File: src/rtl/sqb_pkg.sv
`timescale 1ns / 1ps
package sqb_pkg;

   localparam int TEX_SLOTS  = 32;
   localparam int SINE_BITS  = 10;
   localparam int SLOT_W     = $clog2(TEX_SLOTS);
   localparam int FILL_W     = $clog2(TEX_SLOTS + 1);
   localparam int QTR        = 1 << (SINE_BITS - 2);
   localparam int QIDX_W     = SINE_BITS - 1;

   localparam logic [15:0] MAX_QUADS_RESET = 16'd16384;
   localparam logic [63:0] HALF_PI_Q30     = 64'd1686629713;
   localparam logic [63:0] ONE_Q30         = 64'd1 << 30;

   localparam logic KIND_VERTEX = 1'b0;
   localparam logic KIND_DRAW   = 1'b1;
   localparam logic REQ_QUAD    = 1'b0;
   localparam logic REQ_END     = 1'b1;

   typedef logic [15:0] qsin_tab_type [0:QTR];

   typedef struct packed {
      logic              flush_only;
      logic              do_flush;
      logic [15:0]       batch_quads;
      logic [FILL_W-1:0] slot_fill;
      logic [31:0]       pos_x;
      logic [31:0]       pos_y;
      logic [31:0]       pos_z;
      logic [31:0]       size_x;
      logic [31:0]       size_y;
      logic [15:0]       sin_q;
      logic [15:0]       cos_q;
      logic [SLOT_W-1:0] slot;
      logic [31:0]       rgba;
      logic [31:0]       entity;
   } sqb_cmd_type;

   // quarter-wave sine, Q1.14, entries 0..QTR
   function automatic qsin_tab_type qsin_build();
      qsin_tab_type t;
      logic [63:0]  th;
      logic [63:0]  th2;
      logic [63:0]  acc;
      for (int x = 0; x <= QTR; x++) begin
         th  = 64'(x) * HALF_PI_Q30 / QTR;
         th2 = (th * th) >> 30;
         acc = ONE_Q30;
         acc = ONE_Q30 - ((th2 * acc) >> 30) / 110;
         acc = ONE_Q30 - ((th2 * acc) >> 30) / 72;
         acc = ONE_Q30 - ((th2 * acc) >> 30) / 42;
         acc = ONE_Q30 - ((th2 * acc) >> 30) / 20;
         acc = ONE_Q30 - ((th2 * acc) >> 30) / 6;
         t[x] = 16'(((((th * acc) >> 30) + 64'd32768) >> 16));
      end
      return t;
   endfunction

endpackage

File: src/rtl/sqb_queue.sv
`timescale 1ns / 1ps
module sqb_queue
   import sqb_pkg::*;
(
   input  logic        clock,
   input  logic        reset,
   input  logic        push_valid,
   output logic        push_full,
   input  sqb_cmd_type push_data,
   output logic        pop_valid,
   input  logic        pop_take,
   output sqb_cmd_type pop_data
);

   sqb_cmd_type entry_ff [0:1];
   logic [1:0]  count_ff;
   logic [1:0]  count_in;
   logic        wr_ptr_ff;
   logic        rd_ptr_ff;
   logic        do_push;
   logic        do_pop;

   assign push_full = (count_ff == 2'd2);
   assign pop_valid = (count_ff != 2'd0);
   assign pop_data  = entry_ff[rd_ptr_ff];
   assign do_push   = push_valid && !push_full;
   assign do_pop    = pop_valid && pop_take;

   always_comb begin
      count_in = count_ff;
      if (do_push && !do_pop) begin
         count_in = count_ff + 2'd1;
      end else if (do_pop && !do_push) begin
         count_in = count_ff - 2'd1;
      end
   end

   always_ff @(posedge clock) begin
      if (reset) begin
         count_ff  <= 2'd0;
         wr_ptr_ff <= 1'b0;
         rd_ptr_ff <= 1'b0;
      end else begin
         count_ff <= count_in;
         if (do_push) wr_ptr_ff <= !wr_ptr_ff;
         if (do_pop)  rd_ptr_ff <= !rd_ptr_ff;
      end
   end

   always_ff @(posedge clock) begin
      if (do_push) entry_ff[wr_ptr_ff] <= push_data;
   end

endmodule

File: config.mk
export PLATFORM = sky130hd
export DESIGN_NAME = sqb_queue
export DESIGN_NICKNAME = d
export VERILOG_FILES = /design/src/rtl/sqb_pkg.sv /design/src/rtl/sqb_queue.sv
export SDC_FILE = /design/constraint.sdc
export NUM_CORES = 1
export LEC_CHECK = 0
export BUFFER_PORTS_ARGS = -buffer_cell sky130_fd_sc_hd__buf_2
export CORE_AREA = 2 2 223 225
export CTS_CLUSTER_DIAMETER = 40
export CTS_CLUSTER_SIZE = 30
export DETAILED_ROUTE_END_ITERATION = 6
export DIE_AREA = 0 0 225 227
export PLACE_DENSITY_LB_ADDON = 0.15
export SKIP_CTS_REPAIR_TIMING = 1
export SLEW_MARGIN = 20
export SYNTH_ARGS = -nofsm -noshare
export SYNTH_HDL_FRONTEND = slang
export SYNTH_SLANG_ARGS = --single-unit
File: constraint.sdc
create_clock -name clock -period 8.2 [get_ports clock]
set_input_delay 0.41 -clock clock [delete_from_list [all_inputs] [get_ports clock]]
set_output_delay 0.41 -clock clock [all_outputs]
set_load 0.01 [all_outputs]
# Word-level counts from Yosys, hierarchy flattened
# Memories as Yosys holds them, arrays and structs flattened. A register that Yosys moved wholly into a read port is not among the register bits.
# Index checks and enable logic that the tools add are counted.
[word_totals] reg_bits=4 latch_bits=0 mem_bits_rw=570 romBits=0 inputBits=289 output_inout_bits=287 wordCells=24 n_memories=1
[classes] add_sub_neg=2 n_mul=0 div_mod_pow=0 n_lt_le_gt_ge=0 n_eq_ne=1 n_shift=0 mux=6 bitwise_logic=0 n_reduce_logical=11
[memory_table] name="entry_ff" depth=2 word_bits=285 read_ports=1 rd_clocked_by_memory_dff=1 wr=1 line="sqb_queue.sv:15" source="sqb_cmd_type entry_ff [0:1];"
[ops] operator="$logic_not 1->1" count=5
[ops] operator="$logic_and 1x1->1" count=4
[ops] operator="$mux 1" count=4
[ops] operator="$mux 2" count=2
[ops] operator="$reduce_bool 2->1" count=2
[ops] operator="$add 2x1->2 const B" count=1
[ops] operator="$eq 2x2->1 const B" count=1
[ops] operator="$sub 2x1->2 const B" count=1

# Longest topological paths before layout
# Gate-level depths: netlist (run 1).
[depth] depth_word=7 ltp_mapped=6 mapped_depth_nobuf=6

# Worst setup path before layout (run 1)
# No wires, ideal clock.
[synth_path] kind="register to register" start="register count_ff[0]" end="memory entry_ff[1][0] (netlist bit), enable pin" setup_ns=0.683 t_arrival_ns=7.113 required_time_ns=7.517 path_slack_ns=0.404 stages_incl_launch_ff=4 n_path_buf=0 period_less_slack_ns=7.796 cell_sequence="dfxtp_1 nor2b_1 nor2_1 and2_1"
[synth_via] elab_chain_cells=5
[synth_lines] item="start, declared" line="sqb_queue.sv:16" source="logic [1:0] count_ff;"
[synth_lines] item="start signal, assigned" line="sqb_queue.sv:44" source="count_ff <= count_in;"
[synth_lines] item="$eq 2x2->1" line="sqb_queue.sv:23" source="assign push_full = (count_ff == 2'd2);"
[synth_lines] item="via push_full" line="sqb_queue.sv:8" source="output logic push_full,"
[synth_lines] item="$logic_not 1->1" line="sqb_queue.sv:26" source="assign do_push = push_valid && !push_full;"
[synth_lines] item="$logic_and 1x1->1" line="sqb_queue.sv:26"
[synth_lines] item="$mux 1" line="sqb_queue.sv:51" source="if (do_push) entry_ff[wr_ptr_ff] <= push_data;"
[synth_lines] item="$mux 1 (implied by the code)" line="sqb_queue.sv:51"
[synth_lines] item="end, declared" line="sqb_queue.sv:15"
# The timed path passes the listed nets, and every way through them passes these cells.

==> metrics.txt, run 1 <==
detailed-route via count 11.9k; Seq cells post-synth around 580; Root Buffer clkbuf_16; vias in the first global route 11.3k; Hold WS 0.0251 ns; number of clock sinks 575; Die ar. 51,100 um^2; layout cells sized above 1 53.4%; Tcrit/Tclk final 42.3%; placed insts roughly 2.1k; Initial DRC Count between 700 and 800; largest net degree at the start of global routing 146; register area approximately 17,000 um^2; IO Pins about 580; class of the worst hold path in -> reg; Post-Route Utilization a little under two thirds; FP Rows 81; syn_area_per_cell 23.9 um^2; commonest non-fill, non-tap cell in the layout buf_2; GRT Overall Usage 18.1%; status finished, final reports clean; Syn Nets between 1k and 1.5k; CP Capture Type output port; top cells by area, synth edfxtp_1 78%, mux2_4 17%, mux2_2 1.8%, buf_6 1.5%, dfxtp_1 0.46%; # port buffers 575; sequential fraction of the synthesis area 78.9%; Synth Instances 912; clock tree buffer depth 3; setup slack after layout 4.73 ns; post-route setup TNS 0 ns; YS warnings 0; area of the multi-input gates roughly 4300 um^2; total congestion overflow 0; clk slew on worst S/H paths 0.06 ns; Max Fanout on Critical Path 121; First-pass DRT Iterations 4; final setup fails 0; global-route wire length before repair roughly 68,000 um; placed instance area 25,200 um^2; Residual DRC 0; Layout Nets around 2.1k; filler instances 3,362; Slowest-stage cell, CP dfxtp_4; WL final 51,100 um; Power, Total 9.88 mW; Peak VDD IR between 0.3 and 0.4 mV; number of distinct library cells after synthesis 16; Synth top area share 78.4%; Post-DP HPWL approximately 32,000 um; Synth area leader edfxtp_1; mapped cell area 21,800 um^2; Arr. time, crit path 3.06 ns; H-tree depth 3; Routed Antenna Nets 0; min Tclk post-route between 3 and 4 ns; Worst Path Required 7.79 ns; gpl congestion about 0.77; Post-Route Skew 0.0271 ns; commonest non-fill, non-tap cells in the layout 575 x buf_2, 570 x edfxtp_1, 277 x dlygate4sd3_1, 250 x mux2_4, 81 x clkbuf_16; RSZ-0062 raised after global routing no; Hold Fails Final Rpt 0; Leak 12.2 nW; FMAX 0.289 GHz; cts bufs inserted 77; Core ar. just under 50,000 um^2; Worst-Skew Late Latency 0.60 ns; Vias per Instance 4.75; worst slew pin tran 1.21 ns; Layout area overhead 41.6%; initial antenna violation count 3; design area 30,900 um^2; Setup WS pre-CTS 5.11 ns; cells along the critical path buf_12, mux2_2, buf_2; Worst slew margin around a fifth; CTS tree yes; Max Cap Viol 0; pwr dens about 320 nW/um^2; Die X 225 um; Finished Layout Cells 2,509; die height 227 um; largest stage delay on the critical path 0.92 ns; Starting Density between 40 and 50%; Startpoint Class register; WS Path Type reg -> out; drt wl/cell 20.4 um; pins over their slew limit 0
cell type report:
class,count,area share (%)
timing repair buffer,860,18.7
sequential,575,55.7
antenna,5,0.0405
multi-input combinational,303,13.8
inverter,2,0.0486
clock inverter,56,2.57
clock buffer,86,6.62
tap,622,2.52
state kept, by name, summed over array words and instances (netlist names), named ones only:
name / flops
wr_ptr_ff: 1
count_ff: 2
entry_ff: 570
rd_ptr_ff: 1
worst max-delay path, delay by kind of cell (launching register included):
family | cells | cell delay [ns]
multiplexers | 1 | 0.42
flip-flops | 1 | 0.92
buffers and inverters | 2 | 0.69
synth_stat cells:
cell type / count
edfxtp_1: 570
inv_1: 2
dfxtp_1: 5
o21ai_0: 3
a21oi_1: 2
buf_2: 3
buf_6: 29
nor2_1: 4
ha_1: 1
nor2b_1: 1
and2_1: 1
mux2_2: 35
mux2_4: 250
xor2_1: 3
or2_2: 1
or3_1: 2
power by group:
group / internal (mW) / switching, mW
sequential: 3.70 / 0.129
combinational: 1.22 / 1.21
clock: 2.32 / 1.30
total: 7.24 / 2.65
final timing paths:
kind	start	endpoint	slack, ns	cells after the start
hold reg to reg	wr_ptr_ff	wr_ptr_ff	0.50	2
setup / recovery	register	pop_data[284]	4.73	3
hold / removal	push_data[116]	entry_ff[1][116]	0.03	1
setup reg to reg	count_ff[0]	entry_ff[0][67]	5.16	4
routing by layer:
layer,vias to the layer above,wire length [um],GRT usage [%]
met5,-,11,0
met4,2,1390,7.48
met3,84,4860,9.64
met2,454,25800,29.8
met1,5875,19000,19.7
li1,5503,-,-
kinds of logic after synthesis:
kind of cell | after synthesis | synth area share [%]
AO/OA/AOI/OAI | 5 | 0.115
flip-flops | 575 | 78.9
XOR/XNOR | 3 | 0.120
adder cells (fa/ha/maj) | 1 | 0.0573
AND/OR/NAND/NOR | 9 | 0.212
buffers and inverters | 34 | 1.60
multiplexers | 285 | 19.0
Note: power is estimated with default switching activity, not from simulation.
==> inputs of run 2 (changes only) <==
- CORE_AREA: 2 2 223 225 -> 2 2 225 227
- DIE_AREA: 0 0 225 227 -> 0 0 227 229
- clock period: 8.2 -> 3.5 ns (I/O delays scaled with it)
==> run 2 against run 1 <==
Routed wire length is 2.6% higher. Combinational power rose by 140%. Register-to-register slack worse by 3.7 ns. Clock power grew 130%. Setup slack got worse by 3.9 ns. Cell area increased by 1.1%. Critical path type unchanged.
==> metrics.txt, run 2 (synthesized netlist as in run 1, its figures left out) <==
status finished, final reports clean; Die ar. 52,000 um^2 (+1.8%); Arr. time, crit path 2.47 ns (-0.59 ns); Post-Route Skew 0.0152 ns (-0.0118 ns); initial antenna violation count 5 (+2); Worst Path Required 3.32 ns (-4.47 ns); WS Path Type reg -> out; die height 229 um (+0.88%); Core ar. 49,700 um^2 (+2.3%); H-tree depth 3 (unchanged); Largest register FFs 570 (unchanged); CP delay by family, top flip-flops; Max Cap Viol 0 (unchanged); First-pass DRT Iterations 4 (unchanged); Post-DP HPWL 34,500 um (+7.0%); gpl congestion 0.787 (+2.5%); Vias per Instance 4.65 (-2.0%); post-route setup TNS 0 ns (unchanged); Worst Min Path Start pop_take; Tcrit/Tclk final between 70% and 80%; RSZ-0062 raised after global routing no; min Tclk post-route about 2.6 ns; Worst-Skew Late Latency 0.60 ns (about the same); Max Fanout on Critical Path 39 (-68%); Layout Nets 2,140 (+1.5%); CP Capture Type output port; class of the worst hold path in -> reg; largest registers entry_ff x570, count_ff x2; CP bufs+invs 2 (unchanged); Peak VDD IR 0.479 mV (+58%); clk slew on worst S/H paths 0.05 ns (about the same); GRT Overall Usage 18.7% (+0.53 points); WL final 52,400 um (+2.6%); cells along the critical path buf_4, mux2_4, buf_2; Routed Antenna Nets 0 (unchanged); # port buffers 575 (unchanged); Setup WS pre-CTS 1.44 ns (-3.67 ns); vias in the first global route 11.6k (+2.1%); FMAX 0.379 GHz; worst slew pin tran 0.814 ns (-0.392 ns); commonest non-fill, non-tap cell in the layout buf_2; final setup fails 0 (unchanged); Hold Fails Final Rpt 0 (unchanged); Starting Density 43.9% (-1.0 points); Power, Total 23.0 mW (+130%); pins over their slew limit 0 (unchanged); Initial DRC Count 542 (-28%); drt wl/cell 20.2 um (-0.64%); clock tree buffer depth 3 (unchanged); commonest non-fill, non-tap cells in the layout 575 x buf_2, 570 x edfxtp_1, 287 x dlygate4sd3_1, 250 x mux2_4, 85 x clkbuf_16; global-route wire length before repair 70,600 um (+4.0%); Root Buffer clkbuf_16; total congestion overflow 0 (unchanged); Slowest-stage cell, CP dfxtp_4; Layout area overhead 43.2%; Startpoint Class register; Residual DRC 0 (unchanged); Reg with most FFs entry_ff; Crit Reg-Reg Startpoint count_ff[1]; setup slack after layout 0.859 ns (-3.88 ns); Die X 227 um (+0.89%); pwr dens 736 nW/um^2 (+130%); cts bufs inserted 81 (+5.2%); detailed-route via count 12.1k (+1.2%); layout cells sized above 1 53.9% (+0.47 points); Leak 12.3 nW (+0.89%); largest net degree at the start of global routing 109 (-25%); Worst slew margin 45.7% (+26 points); IO Pins 576 (unchanged); largest stage delay on the critical path 0.88 ns (-0.04 ns); CTS tree yes; FP Rows 82 (+1.2%); number of clock sinks 575 (unchanged)
[run 2: cell types whose count changed in the layout (fill, tap and decap cells not counted), moves of 2 or more]
cell           before  now
dfxtp_1             4    2
bufinv_16          15    7
clkinvlp_4          4   11
clkbuf_16          81   85
clkinv_4            5    8
dfxtp_2             0    2
buf_4               4   11
inv_8               6    9
dlygate4sd3_1     277  287
buf_12              3   14
clkinv_2            6    4
[run 2: stage by stage]
stage / cell area, um^2 / instances / hold slack, ns / utilization [%]
final: 31200 / 2591 / 0.0327 / 62.9
after detailed placement: 25600 / 2152 / 0.366 / 51.5
after CTS: 28400 / 2299 / -0.294 / 57.1
after global routing: 31200 / 2590 / 0.0578 / 62.9
after global placement: 25600 / 2152 / 0.362 / 51.5
after floorplan: 21800 / 912 / 0.237 / -
[run 2: where the power goes]
part	leakage [nW]	switching (mW)	internal [mW]
Combinational	5.61	2.88	2.96
Clock	1.33	3.14	5.05
Sequential	5.37	0.310	8.65
Total	12.3	6.33	16.7
[run 2: worst reg2reg max path: cells and delay by family, from the launching register on]
kind | cells | cell delay [ns]
buf+inv | 3 | 0.74
simple gates | 2 | 0.51
flops | 1 | 0.33
[run 2: cell type report]
class	count	area, um^2
clock inverter	58	627
multi-input combinational	303	4270
timing repair buffer	887	6110
inverter	2	11.3
sequential	575	17200
tap	672	841
clock buffer	89	2140
fill	3590	18400
antenna	5	12.5
[run 2: worst paths after layout]
| path | cells past startpoint | slack, ns | endpoint |
|---|---|---|---|
| setup / recovery | 3 | 0.86 | pop_data[124] |
| setup reg to reg | 5 | 1.49 | entry_ff[0][63] |
| hold / removal | 4 | 0.03 | register |
| hold reg to reg | 2 | 0.51 | wr_ptr_ff |
[run 2: routing by layer]
layer	track usage, %	share of wire (%)	wire (um)
met1	20.4	38	20000
met2	31.8	51	27000
met3	8.45	7.8	4060
met4	6.99	2.6	1340
met5	0	0.029	15
==> inputs of run 3 (changes only) <==
- CORE_AREA: 2 2 225 227 -> 2 2 223 225
- DIE_AREA: 0 0 227 229 -> 0 0 225 227
- clock period: 3.5 -> 2.3 ns (I/O delays scaled with it)
==> run 3 against run 2 <==
Sequential cell count unchanged. Total power increased by 52%. First-iteration DRC count increased by 16%. Combinational power increased by 58%. Sequential power increased by 51%. Critical path type unchanged.
==> metrics.txt, run 3 (synthesized netlist as in run 1, its figures left out) <==
Setup WS pre-CTS 0.446 ns (-0.993 ns); Hold Fails Final Rpt 0 (unchanged); number of clock sinks 575 (unchanged); largest stage delay on the critical path 0.37 ns (-0.51 ns); CP Capture Type output port; status finished, final reports clean; WHS Path Cells 2 (-2); die height 227 um (-0.87%); layout cells sized above 1 53.7% (-0.19 points); Layout area overhead 43.4%; Post-Route Skew 0.0211 ns (+0.00584 ns); Worst slew margin 69.5% (+24 points); Largest register FFs 570 (unchanged); total congestion overflow 0 (unchanged); Vias per Instance 4.72 (+1.4%); most used cell, CP buf_12; Worst Path Required 2.18 ns (-1.14 ns); placed insts 2,116 (-1.7%); Post-Route Utilization 64.5% (+1.5 points); gpl congestion 0.793 (+0.72%); Max Fanout on Critical Path 37 (-5.1%); worst slew pin tran 0.457 ns (-0.357 ns); WS Path Type reg -> out; reg2reg path depth 5 (unchanged); Layout Nets 2,150 (+0.47%); cts bufs inserted 76 (-6.2%); final setup fails 0 (unchanged); GRT Overall Usage 18.4% (-0.31 points); Routed Antenna Nets 0 (unchanged); design area 31,300 um^2 (+0.15%); Finished Layout Cells 2,541 (-1.9%); FMAX 0.452 GHz; FP Rows 81 (-1.2%); placed instance area 25,700 um^2 (+0.56%); RSZ-0062 raised after global routing no; Reg with most FFs entry_ff; Peak VDD IR 0.838 mV (+75%); commonest non-fill, non-tap cell in the layout buf_2; largest net degree at the start of global routing 76 (-30%); H-tree depth 3 (unchanged); Starting Density 45.0% (+1.0 points); WL final 51,500 um (-1.7%); drt wl/cell 20.3 um (+0.28%); clk slew on worst S/H paths 0.06 ns (about the same); initial antenna violation count 2 (-3); clock tree buffer depth 3 (unchanged); detailed-route via count 12.0k (-0.56%); CP delay by family, top buffers and inverters; Post-DP HPWL 34,700 um (+0.79%); filler instances 3,345 (-6.8%); Hold WS 0.236 ns (+0.203 ns); commonest non-fill, non-tap cells in the layout 575 x buf_2, 570 x edfxtp_1, 288 x dlygate4sd3_1, 250 x mux2_4, 79 x clkbuf_16; Tcrit/Tclk final 96.3%; global-route wire length before repair 68,400 um (-3.1%); pwr dens 1110 nW/um^2 (+52%); Power, Total 34.9 mW (+52%); Core ar. 48,500 um^2 (-2.2%); cell depth of the worst setup path 4 (+1); Slowest-stage cell, CP dfxtp_4; min Tclk post-route 2.21 ns; class of the worst hold path in -> reg; First-pass DRT Iterations 6 (+2); IO Pins 576 (unchanged); Initial DRC Count 627 (+16%); CTS tree yes; Arr. time, crit path 2.10 ns (-0.37 ns); Startpoint Class register; Die ar. 51,100 um^2 (-1.7%); post-route setup TNS 0 ns (unchanged); setup slack after layout 0.0852 ns (-0.773 ns); Die X 225 um (-0.88%); Residual DRC 0 (unchanged); CP bufs+invs 3 (+1); Max Cap Viol 0 (unchanged); Worst-Skew Late Latency 0.59 ns (about the same); Leak 12.4 nW (+0.55%); vias in the first global route 11.4k (-1.1%); cells along the critical path buf_12, buf_12, mux2_4, buf_2; pins over their slew limit 0 (unchanged); # port buffers 575 (unchanged); largest registers entry_ff x570, count_ff x2; Root Buffer clkbuf_16
## run 3: cell types whose count changed in the layout (fill, tap and decap cells not counted), sizes merged, moves of 5 or more
cell,delta
buf,+14
bufinv,+6
clkbuf,-6
clkinvlp,-5
inv,-10
## run 3: worst paths after layout
| check | start | end | slack (ns) |
|---|---|---|---|
| worst max register to register | count_ff[1] | entry_ff[0][34] | 0.43 |
| worst min register to register | count_ff[1] | count_ff[1] | 0.50 |
| worst min-delay path | push_data[163] | entry_ff[0][163] | 0.24 |
| worst max-delay path | register | pop_data[96] | 0.09 |
## run 3: worst reg2reg max path: stages (launching register included)
cell and delay [ns]:
dfxtp_2 0.33, nor2b_4 0.13, or3_4 0.38, clkinvlp_4 0.13, buf_12 0.24, buf_4 0.33
## run 3: report_power, final
part / total, mW / internal (mW) / switching [mW]
Clock: 12.2 / 7.78 / 4.40
Combinational: 9.23 / 4.66 / 4.57
Sequential: 13.5 / 13.2 / 0.315
Total: 34.9 / 25.6 / 9.29
## run 3: layout make-up
type	count	area, um^2	area share, %
Antenna cell	2	5.00	0.0160
Clock buffer	83	1990	6.37
Clock inverter	52	664	2.12
Inverter	2	11.3	0.0360
Multi-Input combinational cell	303	4270	13.7
Sequential cell	575	17200	55.0
Tap cell	622	778	2.49
Timing Repair Buffer	902	6340	20.3
## run 3: layer usage
metal  track usage (%)  up-vias  routed length, um
met3              7.07       97               3910
li1                  -     5575                  -
met1              20.5     5905              19400
met4              8.84        0               1530
met5                 0        -                  0
met2              31.1      415              26700
